$ cat config.mk
export PLATFORM = sky130hd
export DESIGN_NAME = sorted_list_table
export DESIGN_NICKNAME = d
export VERILOG_FILES = /design/src/rtl/slt_pkg.sv /design/src/rtl/slt_cell.sv /design/src/rtl/sorted_list_table.sv
export SDC_FILE = /design/constraint.sdc
export NUM_CORES = 2
export LEC_CHECK = 0
export ABC_AREA = 1
export BUFFER_PORTS_ARGS = -buffer_cell sky130_fd_sc_hd__buf_2
export CORE_MARGIN = 2
export CORE_UTILIZATION = 50
export DETAILED_ROUTE_END_ITERATION = 12
export PLACE_DENSITY = 0.66
export RECOVER_POWER = 50
export REMOVE_ABC_BUFFERS = 1
export SLEW_MARGIN = 20
export SYNTH_ARGS = -nofsm -noshare
export SYNTH_HDL_FRONTEND = slang
export SYNTH_SLANG_ARGS = --single-unit
$ cat constraint.sdc
create_clock -name clk -period 18.5 [get_ports clk]
set_input_delay 1.85 -clock clk [delete_from_list [all_inputs] [get_ports clk]]
set_output_delay 1.85 -clock clk [all_outputs]
set_load 0.1 [all_outputs]
$ cat src/rtl/slt_pkg.sv
// Shared constants and types for the sorted list table.
`default_nettype none
package slt_pkg;
	localparam int Depth = 16;
	localparam int PosW = $clog2(Depth);
	localparam int CntW = $clog2(Depth + 1);
	localparam int DataW = 32;

	localparam logic [2:0] ACT_INSERT = 3'd0;
	localparam logic [2:0] ACT_REMOVE_ONE = 3'd1;
	localparam logic [2:0] ACT_REMOVE_ALL = 3'd2;
	localparam logic [2:0] ACT_FIND_FIRST = 3'd3;
	localparam logic [2:0] ACT_FIND_ALL = 3'd4;
	localparam logic [2:0] ACT_READ_AT = 3'd5;

	localparam logic [2:0] STAT_OK = 3'd0;
	localparam logic [2:0] STAT_EMPTY = 3'd1;
	localparam logic [2:0] STAT_NOT_FOUND = 3'd2;
	localparam logic [2:0] STAT_FULL = 3'd3;
	localparam logic [2:0] STAT_NO_POS = 3'd4;

	localparam logic [1:0] OP_HOLD = 2'd0;
	localparam logic [1:0] OP_INSERT = 2'd1;
	localparam logic [1:0] OP_SHIFT = 2'd2;

	typedef struct packed {
		logic [1:0] op;
		logic signed [DataW-1:0] value;
	} cell_ctl_t;
endpackage
`default_nettype wire

$ cat src/rtl/slt_cell.sv
// One compare-and-shift cell of the sorted list chain.
`default_nettype none
module slt_cell (
	input wire logic clk,
	input wire slt_pkg::cell_ctl_t ctl,
	input wire logic occupied,
	input wire logic at_end,
	input wire logic left_ins,
	input wire logic signed [slt_pkg::DataW-1:0] left_value,
	input wire logic signed [slt_pkg::DataW-1:0] right_value,
	output logic signed [slt_pkg::DataW-1:0] entry_value,
	output logic ins,
	output logic eq,
	output logic lt
);
	import slt_pkg::*;

	logic signed [DataW-1:0] entry_q;
	logic lt_raw;
	logic eq_raw;

	assign lt_raw = entry_q < ctl.value;
	assign eq_raw = entry_q == ctl.value;
	assign lt = occupied && lt_raw;
	assign eq = occupied && eq_raw;
	assign ins = (occupied && !lt_raw && !eq_raw) || at_end;
	assign entry_value = entry_q;

	always_ff @(posedge clk) begin
		unique case (ctl.op)
			OP_INSERT: begin
				if (ins)
					entry_q <= left_ins ? left_value : ctl.value;
			end
			OP_SHIFT: begin
				if (occupied && !lt_raw)
					entry_q <= right_value;
			end
			default: begin
			end
		endcase
	end
endmodule
`default_nettype wire

$ cat src/rtl/sorted_list_table.sv
// Sorted list table top level: command sequencer, cell chain and result register.
// Accepted word and its result are both registered; out_stall can hold the exec state.
// A new word is not taken until the last is done; in_stall is high while a word is in work.
// Remove-all drops matches one by one; find-all gives one result a cycle when not stalled.
// Reset clears the entry count and the sequencer; entry storage is not cleared.
`default_nettype none
module sorted_list_table (
	input wire logic clk,
	input wire logic arst_n,
	input wire logic in_valid,
	output logic in_stall,
	input wire logic [2:0] action,
	input wire logic signed [31:0] value,
	input wire logic [3:0] position,
	output logic out_valid,
	input wire logic out_stall,
	output logic [2:0] status,
	output logic signed [31:0] found_value,
	output logic [3:0] found_position,
	output logic [4:0] held_count,
	output logic [4:0] removed_count,
	output logic last
);
	import slt_pkg::*;

	localparam logic [1:0] S_IDLE = 2'd0;
	localparam logic [1:0] S_EXEC = 2'd1;
	localparam logic [1:0] S_RALL = 2'd2;
	localparam logic [1:0] S_FALL = 2'd3;

	logic [1:0] state_q;
	logic [CntW-1:0] count_q;
	logic [2:0] action_q;
	logic signed [DataW-1:0] value_q;
	logic [PosW-1:0] position_q;
	logic [CntW-1:0] removed_q;
	logic [PosW-1:0] cur_q;
	logic [CntW-1:0] rem_q;

	logic out_valid_q;
	logic [2:0] status_q;
	logic signed [DataW-1:0] found_value_q;
	logic [PosW-1:0] found_position_q;
	logic [CntW-1:0] held_count_q;
	logic [CntW-1:0] removed_count_q;
	logic last_q;

	cell_ctl_t ctl;
	logic signed [DataW-1:0] cell_val [Depth];
	logic signed [DataW-1:0] left_val [Depth];
	logic signed [DataW-1:0] right_val [Depth];
	logic [Depth-1:0] occ_v;
	logic [Depth-1:0] end_v;
	logic [Depth-1:0] ins_v;
	logic [Depth-1:0] left_ins_v;
	logic [Depth-1:0] eq_v;
	logic [Depth-1:0] lt_v;

	logic out_free;
	logic accept;
	logic [CntW-1:0] match_cnt;
	logic [PosW-1:0] first_pos;
	logic emit;
	logic [2:0] e_status;
	logic signed [DataW-1:0] e_value;
	logic [PosW-1:0] e_pos;
	logic [CntW-1:0] e_held;
	logic [CntW-1:0] e_removed;
	logic e_last;
	logic [1:0] state_d;
	logic [CntW-1:0] count_d;

	assign in_stall = state_q != S_IDLE;
	assign accept = in_valid && !in_stall;
	assign out_free = !out_valid_q || !out_stall;
	assign match_cnt = CntW'($countones(eq_v));
	assign first_pos = PosW'($countones(lt_v));

	always_comb begin
		for (int j = 0; j < Depth; j++) begin
			occ_v[j] = CntW'(j) < count_q;
			end_v[j] = CntW'(j) == count_q;
			left_ins_v[j] = (j == 0) ? 1'b0 : ins_v[(j == 0) ? 0 : j - 1];
			left_val[j] = (j == 0) ? '0 : cell_val[(j == 0) ? 0 : j - 1];
			right_val[j] = (j == Depth - 1) ? '0 : cell_val[(j == Depth - 1) ? j : j + 1];
		end
	end

	for (genvar g = 0; g < Depth; g++) begin : g_cell
		slt_cell u_cell (
			.clk(clk),
			.ctl(ctl),
			.occupied(occ_v[g]),
			.at_end(end_v[g]),
			.left_ins(left_ins_v[g]),
			.left_value(left_val[g]),
			.right_value(right_val[g]),
			.entry_value(cell_val[g]),
			.ins(ins_v[g]),
			.eq(eq_v[g]),
			.lt(lt_v[g])
		);
	end

	always_comb begin
		ctl.op = OP_HOLD;
		ctl.value = value_q;
		state_d = state_q;
		count_d = count_q;
		emit = 1'b0;
		e_status = STAT_OK;
		e_value = '0;
		e_pos = '0;
		e_held = count_q;
		e_removed = '0;
		e_last = 1'b1;
		unique case (state_q)
			S_IDLE: begin
				if (accept)
					state_d = S_EXEC;
			end
			S_EXEC: begin
				if (action_q > ACT_READ_AT) begin
					state_d = S_IDLE;
				end else if (out_free) begin
					state_d = S_IDLE;
					emit = 1'b1;
					priority if (action_q == ACT_INSERT) begin
						if (count_q == CntW'(Depth)) begin
							e_status = STAT_FULL;
						end else begin
							ctl.op = OP_INSERT;
							count_d = count_q + 1'b1;
							e_held = count_d;
						end
					end else if (count_q == '0) begin
						e_status = STAT_EMPTY;
					end else if (action_q == ACT_READ_AT) begin
						if ({1'b0, position_q} >= count_q)
							e_status = STAT_NO_POS;
						else
							e_value = cell_val[position_q];
					end else if (match_cnt == '0) begin
						e_status = STAT_NOT_FOUND;
					end else if (action_q == ACT_REMOVE_ONE) begin
						ctl.op = OP_SHIFT;
						count_d = count_q - 1'b1;
						e_held = count_d;
						e_removed = CntW'(1);
					end else if (action_q == ACT_REMOVE_ALL) begin
						emit = 1'b0;
						state_d = S_RALL;
					end else if (action_q == ACT_FIND_FIRST) begin
						e_pos = first_pos;
					end else begin
						emit = 1'b0;
						state_d = S_FALL;
					end
				end
			end
			S_RALL: begin
				if (match_cnt != '0) begin
					ctl.op = OP_SHIFT;
					count_d = count_q - 1'b1;
				end else if (out_free) begin
					emit = 1'b1;
					e_removed = removed_q;
					state_d = S_IDLE;
				end
			end
			S_FALL: begin
				if (out_free) begin
					emit = 1'b1;
					e_pos = cur_q;
					e_last = rem_q == CntW'(1);
					if (e_last)
						state_d = S_IDLE;
				end
			end
			default: begin
				state_d = S_IDLE;
			end
		endcase
	end

	always_ff @(posedge clk or negedge arst_n) begin
		if (!arst_n) begin
			state_q <= S_IDLE;
			count_q <= '0;
			out_valid_q <= 1'b0;
		end else begin
			state_q <= state_d;
			count_q <= count_d;
			if (emit)
				out_valid_q <= 1'b1;
			else if (!out_stall)
				out_valid_q <= 1'b0;
		end
	end

	always_ff @(posedge clk) begin
		if (accept) begin
			action_q <= action;
			value_q <= value;
			position_q <= position;
		end
		if (state_q == S_EXEC) begin
			removed_q <= '0;
			cur_q <= first_pos;
			rem_q <= match_cnt;
		end else if (state_q == S_RALL && match_cnt != '0) begin
			removed_q <= removed_q + 1'b1;
		end else if (state_q == S_FALL && emit) begin
			cur_q <= cur_q + 1'b1;
			rem_q <= rem_q - 1'b1;
		end
		if (emit) begin
			status_q <= e_status;
			found_value_q <= e_value;
			found_position_q <= e_pos;
			held_count_q <= e_held;
			removed_count_q <= e_removed;
			last_q <= e_last;
		end
	end

	assign out_valid = out_valid_q;
	assign status = status_q;
	assign found_value = found_value_q;
	assign found_position = found_position_q;
	assign held_count = held_count_q;
	assign removed_count = removed_count_q;
	assign last = last_q;
endmodule
`default_nettype wire

* Word level (Yosys, flattened, before mapping)
Cells that the tools add are included.
** Word-level totals
- Flip-flop bits (word level) :: 623
- Input bits :: 43
- Word-level logic and storage cells :: 487
- Output and inout port bits :: 52
** Cells by class
- Bitwise logic cells :: 4
- Reduce and logical (&&, ||, !) cells :: 150
- Magnitude comparators :: 35
- Mux-type cells :: 149
- Add/sub/neg operators :: 35
- Eq/ne operators :: 83
** Operators with widths (count)
- 32-bit two-way mux :: 49
- 32-bit one-hot mux with 2 select lines :: 16
- 32-bit == test :: 16
- 32-bit < comparator :: 16
- 32-bit binary-select mux with 4-bit select :: 1
- 5-bit two-way mux :: 15
- 1-bit logical AND :: 67
- 2-bit by 1-bit inequality test with 1-bit output (second input constant) :: 33
- 4-bit two-way mux :: 13
- 2-bit two-way mux :: 24
- 3-bit AND reduction :: 16
- 4-bit by 5-bit == test with 1-bit output (first input constant) :: 8
- 4-bit by 5-bit < comparator with 1-bit output (first input constant) :: 8
- 1-bit zero test :: 35
- 1-bit by 1-bit adder with 2-bit output :: 16
- 2-bit by 2-bit adder with 3-bit output :: 8
- 1-bit two-way mux :: 21
- 3-bit by 5-bit == test with 1-bit output (first input constant) :: 4
- 3-bit by 5-bit < comparator with 1-bit output (first input constant) :: 4
- 5-bit one-hot mux with 2 select lines :: 2
- 1-bit logical OR :: 17
- 3-bit by 3-bit adder with 4-bit output :: 4
- 2-bit inequality test (second input constant) :: 7
- 3-bit two-way mux :: 4
- other kinds (35) :: 52

* Logic depth before layout (Yosys ltp)
- Depth after elaboration :: 18
- Depth in mapped cells :: 37
- Gate-level depth less buffers :: 35

* By module
A second synthesis with hierarchy kept.
** Second synthesis, totals
- Cells, all modules :: 6361
- Area, all modules :: 51262.9 sq um
** Modules (own cells, without submodules)
- slt_cell :: times used 16, area an instance 2549.9 sq um, cells each 301, seq. area each 960.9 sq um
- sorted_list_table :: times used 1, area an instance 10463.8 sq um, cells each 1545, seq. area each 3243.1 sq um

* Worst setup path before layout
No wires, ideal clock.
- Kind :: register to register
- Start :: register value_q[31]
- End :: register cur_q[0], enable pin
- Setup time :: 0.340 ns
- Cell stages (with the launch flop) :: 30
- Setup slack :: 8.999 ns
- Clock period less this slack :: 9.501 ns
- Arrival :: 9.162 ns
- Buffers on the path :: 1
- Data required time :: 18.160 ns
- Path through :: edfxtp_1 > clkinv_1 > clkbuf_1 > ha_1 > nand2_1 > nor3_2 > nand2_1 > nor2_1 > nand4_1 > or2_2 > fa_1 > inv_1 > fa_1 > fa_1 > inv_1 > fa_1 > inv_1 > ha_1 > inv_1 > fa_1 > inv_1 > nor2_1 > nand2_1 > nor2_1 > nand2_2 > inv_1 > nand3_1 > a31oi_1 > nand3_1 > nand2_1
** On the way
- Cells in the longest elaborated chain, start to end :: 17
- Elaborated cells between the ends (all ways) :: 62
- Classes of those cells :: 15 x add/sub; 17 x eq/ne; 8 x mux; 22 x reduce/logical
** RTL lines
- from (decl) :: RTL line sorted_list_table.sv:34 : logic signed [DataW-1:0] value_q;
- from (signal assigned) :: RTL line sorted_list_table.sv:204 : value_q <= value;
- 32-bit == test :: RTL line slt_cell.sv:23 : assign eq_raw = entry_q == ctl.value;
- 1-bit logical AND :: RTL line slt_cell.sv:25 : assign eq = occupied && eq_raw;
- 1-bit by 1-bit adder with 2-bit output (not written as such) :: RTL line sorted_list_table.sv:76 : assign match_cnt = CntW'($countones(eq_v));
- 2-bit by 2-bit adder with 3-bit output (not written as such) :: RTL line sorted_list_table.sv:76
- 3-bit by 3-bit adder with 4-bit output (not written as such) :: RTL line sorted_list_table.sv:76
- 4-bit by 4-bit adder with 5-bit output (not written as such) (*) :: RTL line sorted_list_table.sv:76
- 5-bit zero test :: RTL line sorted_list_table.sv:143 : end else if (match_cnt == '0) begin
- 1-bit two-way mux :: RTL line sorted_list_table.sv:143
- [... 2 more ...]
- 1-bit two-way mux :: RTL line sorted_list_table.sv:128 : priority if (action_q == ACT_INSERT) begin
- 1-bit two-way mux :: RTL line sorted_list_table.sv:125 : end else if (out_free) begin
- 1-bit two-way mux :: RTL line sorted_list_table.sv:123 : if (action_q > ACT_READ_AT) begin
- 1-bit one-hot mux with 3 select lines (*) :: RTL line sorted_list_table.sv:117 : unique case (state_q)
- via emit :: RTL line sorted_list_table.sv:63 : logic emit;
- 1-bit logical AND (*) :: RTL line sorted_list_table.sv:213 : end else if (state_q == S_FALL && emit) begin
- 2-bit nonzero test (no source line) (*)
- 2-bit AND reduction (no source line) (*)
- to (signal assigned) :: RTL line sorted_list_table.sv:209 : cur_q <= first_pos;
- to (signal assigned) :: RTL line sorted_list_table.sv:214 : cur_q <= cur_q + 1'b1;
- to (decl) :: RTL line sorted_list_table.sv:37 : logic [PosW-1:0] cur_q;
Mark *: on every way through the listed nets, which the timed path passes. The rest lies on a longest branch.
A chain may end at the register's enable or synchronous reset.

* Worst setup path after layout
- Start :: register value_q[15]
- End :: register g_cell[4].u_cell.entry_q[11], data pin
** On the way
- Cells in the longest elaborated chain, start to end :: 16
- Elaborated cells between the ends (all ways) :: 68
- Classes of those cells :: 15 x add/sub; 1 x order compare; 18 x eq/ne; 11 x mux; 23 x reduce/logical
** RTL lines
- 32-bit == test :: RTL line slt_cell.sv:23
- 1-bit logical AND :: RTL line slt_cell.sv:25
- 1-bit by 1-bit adder with 2-bit output (not written as such) :: RTL line sorted_list_table.sv:76
- 2-bit by 2-bit adder with 3-bit output (not written as such) :: RTL line sorted_list_table.sv:76
- 3-bit by 3-bit adder with 4-bit output (not written as such) :: RTL line sorted_list_table.sv:76
- 4-bit by 4-bit adder with 5-bit output (not written as such) :: RTL line sorted_list_table.sv:76
- 5-bit zero test :: RTL line sorted_list_table.sv:143
- 2-bit two-way mux :: RTL line sorted_list_table.sv:143
- 2-bit two-way mux :: RTL line sorted_list_table.sv:138 : end else if (action_q == ACT_READ_AT) begin
- 2-bit two-way mux :: RTL line sorted_list_table.sv:136 : end else if (count_q == '0) begin
- 2-bit two-way mux :: RTL line sorted_list_table.sv:128
- 2-bit two-way mux :: RTL line sorted_list_table.sv:125
- 2-bit two-way mux :: RTL line sorted_list_table.sv:123
- 2-bit one-hot mux with 2 select lines :: RTL line sorted_list_table.sv:117
- 2-bit == test / 2-bit by 1-bit == test with 1-bit output (equally long branches) :: RTL line slt_cell.sv:30 : unique case (ctl.op)
- 32-bit one-hot mux with 2 select lines (*) :: RTL line slt_cell.sv:30
- to (signal assigned) :: RTL line slt_cell.sv:33 : entry_q <= left_ins ? left_value : ctl.value;
- to (signal assigned) :: RTL line slt_cell.sv:37 : entry_q <= right_value;
- to (decl) :: RTL line slt_cell.sv:18 : logic signed [DataW-1:0] entry_q;
Mark *: on every way between the ends. The rest lies on a longest branch, timed or not. The select of a mux whose other input is x is not followed.

==> metrics.csv <==
metric;value;unit
overflow;0;
rsz0062_at_grt;no;
yosysUniqueCellTypes;58;
clkTransAtPathRegs;60;ps
startpoint_type;register;
dp.cells;8150;
cp_top_family;buffers and inverters;
drive_above_1_share;4.59;%
drtIter0Drc;5828;
violations;capacitance limit, slew limit;
grt_pass1_wl;267;mm
power;6.94;mW
cts_resized;0;
outcome;finished with violations;
postCtsHoldBufs;0;
final_nets;7470;
area_delta_synth_final;7.12;%
ios;95;
async_flop_share;1.28;%
rows;117;
setup_violations;0;
holdPathStages;1;
syn_area_per_cell;7.36;sq um
die-area;105000;sq um
num_antenna_cells;0;
placed_area;52700;sq um
worstReg2RegStart;value_q[15]$_DFFE_PP_;
grt.total_usage;31.7;%
io_buffers;94;
fmax;74.1;MHz
cts-root-buf;clkbuf_16;
synth_edf_count;610;
yosysWarnings;0;
maxCapViolations;12;
tritoncts;done;
dp_slack;8780;ps
ant_nets;0;
worst_slew_pin_slew;4100;ps
r2r_setup_slack;5000;ps
max-slew-margin-rel;-174;%
post-route-period-util;73.0;%
rr_worst_depth;32;
clk_path_buf_depth;3;
vdd_drop_max;0.125;mV
final_cells;8297;
gp_congestion;0.928;
r2r-end;g_cell[4].u_cell.entry_value[11]$_DFFE_PP_;
min_to;removed_q[4]$_SDFFE_PP0P_;
cts_num_sinks;623;
p_leak;25.5;nW
die_width;325;microns
fillerInstances;9897;
antenna_found_initial;1;
powerDensity;126;nW/um^2
min-delay-start;removed_q[4]$_SDFFE_PP0P_;
slew_violations;546;
h-tree-depth;3;
wl;171;mm
cp-end-kind;register;
crit_type;register to register;
clock_latency;680;ps
dp_hpwl;120;mm
grt_pass1_vias;45776;
slowest_stage;clkbuf_1;
hold_violations;0;
crit_buf_inv;11;
fin_skew;26.1;ps
critPathMaxFanout;117;
synth_ff_type;edfxtp_1;
drc;0;
synthCells;6986;
numCtsBuffers;81;
avgRoutedWirePerCell;20.7;microns
viasPerCell;5.85;
fin_crit;13500;ps
cts_setup_buffers;0;
critPathArrivalTime;14030;ps
required;19030;ps
ys_seq_area_share;36.2;%
fin_area;55100;sq um
hold_class;register to register;
initial_core_util;50.5;%
ys_seq_elements;623;
grt_max_degree;193;
vias;48570;
layout_setup_ws;5000;ps
cpPeakStageDelay;2470;ps
drtPass1Iterations;9;
die_h;325;microns
core;102000;sq um
syn_area;51400;sq um
-- logic make-up after synthesis --
kind of cell | after synthesis | synth area share [%]
flip-flops | 623 | 36.2
buffers and inverters | 1141 | 8.88
multiplexers | 1 | 0.0195
adder cells (fa/ha/maj) | 561 | 13.9
AND/OR/NAND/NOR | 3594 | 30.0
XOR/XNOR | 14 | 0.239
AO/OA/AOI/OAI | 1052 | 10.7
-- layout by cell type (no fill, tap or decap), types with 50 or more instances in the layout --
master and count:
a21oi_1 514, buf_4 93, clkbuf_1 78, clkbuf_16 81, clkinv_1 57, edfxtp_1 610, ha_1 541, inv_1 689
nand2_1 2079, nand3_1 1102, nand4_1 50, nor2_1 263, o21ai_0 426
-- how the worst max path moves through the flow --
stage,to,depth (start not counted),from,slack (ps)
after floorplan,g_cell[15].u_cell.entry_value[0]$_SDFFCE_PP0P_,31,value_q[31]$_DFFE_PP_,-10150
after global placement,g_cell[7].u_cell.entry_value[10]$_DFFE_PP_,35,value_q[10]$_DFFE_PP_,8800
after detailed placement,g_cell[7].u_cell.entry_value[7]$_DFFE_PP_,31,value_q[15]$_DFFE_PP_,8780
after CTS,g_cell[7].u_cell.entry_value[7]$_DFFE_PP_,31,value_q[15]$_DFFE_PP_,8750
after global routing,g_cell[4].u_cell.entry_value[11]$_DFFE_PP_,32,value_q[15]$_DFFE_PP_,4480
final,g_cell[4].u_cell.entry_value[11]$_DFFE_PP_,32,value_q[15]$_DFFE_PP_,5000
-- cell usage after synthesis, types with 13 or more instances --
cell      instances  share of area [%]
a211oi_1         18               0.26
a21o_1           15               0.22
a21oi_1         513                5.0
a31oi_1          31               0.38
buf_1            21               0.15
buf_2            73               0.71
buf_4            24               0.35
buf_6            13               0.28
clkbuf_1        271                2.0
clkinv_1         32               0.23
edfxtp_1        610                 36
fa_1             20               0.78
ha_1            541                 13
inv_1           692                5.1
inv_2            14               0.10
nand2_1        2079                 15
nand3_1        1102                 11
nand4_1          50               0.61
nor2_1          264                1.9
nor3_1           26               0.25
o21a_1           27               0.39
o21ai_0         423                4.1
-- power by group --
part | switching (mW) | internal (mW)
logic | 2.39 | 1.00
clock network | 0.676 | 0.889
registers | 0.0998 | 1.89
-- per-layer routing --
metal / track usage, % / up-vias / wire, microns
li1: - / 23317 / -
met1: 44.6 / 22487 / 74300
met2: 48.4 / 2389 / 74000
met3: 5.21 / 375 / 15900
met4: 13.2 / 2 / 7230
met5: 0 / - / 11
-- registers in the layout, indices dropped and copies added (netlist names) --
name / cells
state_q: 2
position_q: 4
rem_q: 5
found_position: 4
last: 1
count_q: 5
found_value: 32
g_cell.u_cell.entry_value: 512
removed_q: 5
status: 3
action_q: 3
out_valid: 1
value_q: 32
held_count: 5
removed_count: 5
cur_q: 4
-- stage by stage --
stage / setup TNS (ps) / util (%) / hold WS [ps]
detailed placement: 0 / 51.7 / 449
finish: 0 / 54.1 / 456
global route: 0 / 54.1 / 495
CTS: 0 / 54.2 / 460
global placement: 0 / 51.7 / 446
floorplan: -5175430 / - / 425
-- worst reg2reg max path, delay by kind of cell, from the launching register on --
kind	cells	cell delay, ps
adder cells (fa/ha/maj)	8	3920
AO/OA/AOI/OAI	1	80
buffers and inverters	11	6310
AND/OR/NAND/NOR	11	2530
flip-flops	1	360
XOR/XNOR	1	200
-- layout make-up --
| class | instances | area (sq um) | share of cell area [%] |
|---|---|---|---|
| clock inverter | 53 | 423 | 0.768 |
| tap | 1368 | 1710 | 3.11 |
| inverter | 738 | 2780 | 5.06 |
| sequential | 623 | 18600 | 33.8 |
| timing repair buffer | 200 | 1200 | 2.18 |
| multi-input combinational | 5222 | 28200 | 51.3 |
| clock buffer | 93 | 2080 | 3.78 |
(Power assumes the default switching activity.)
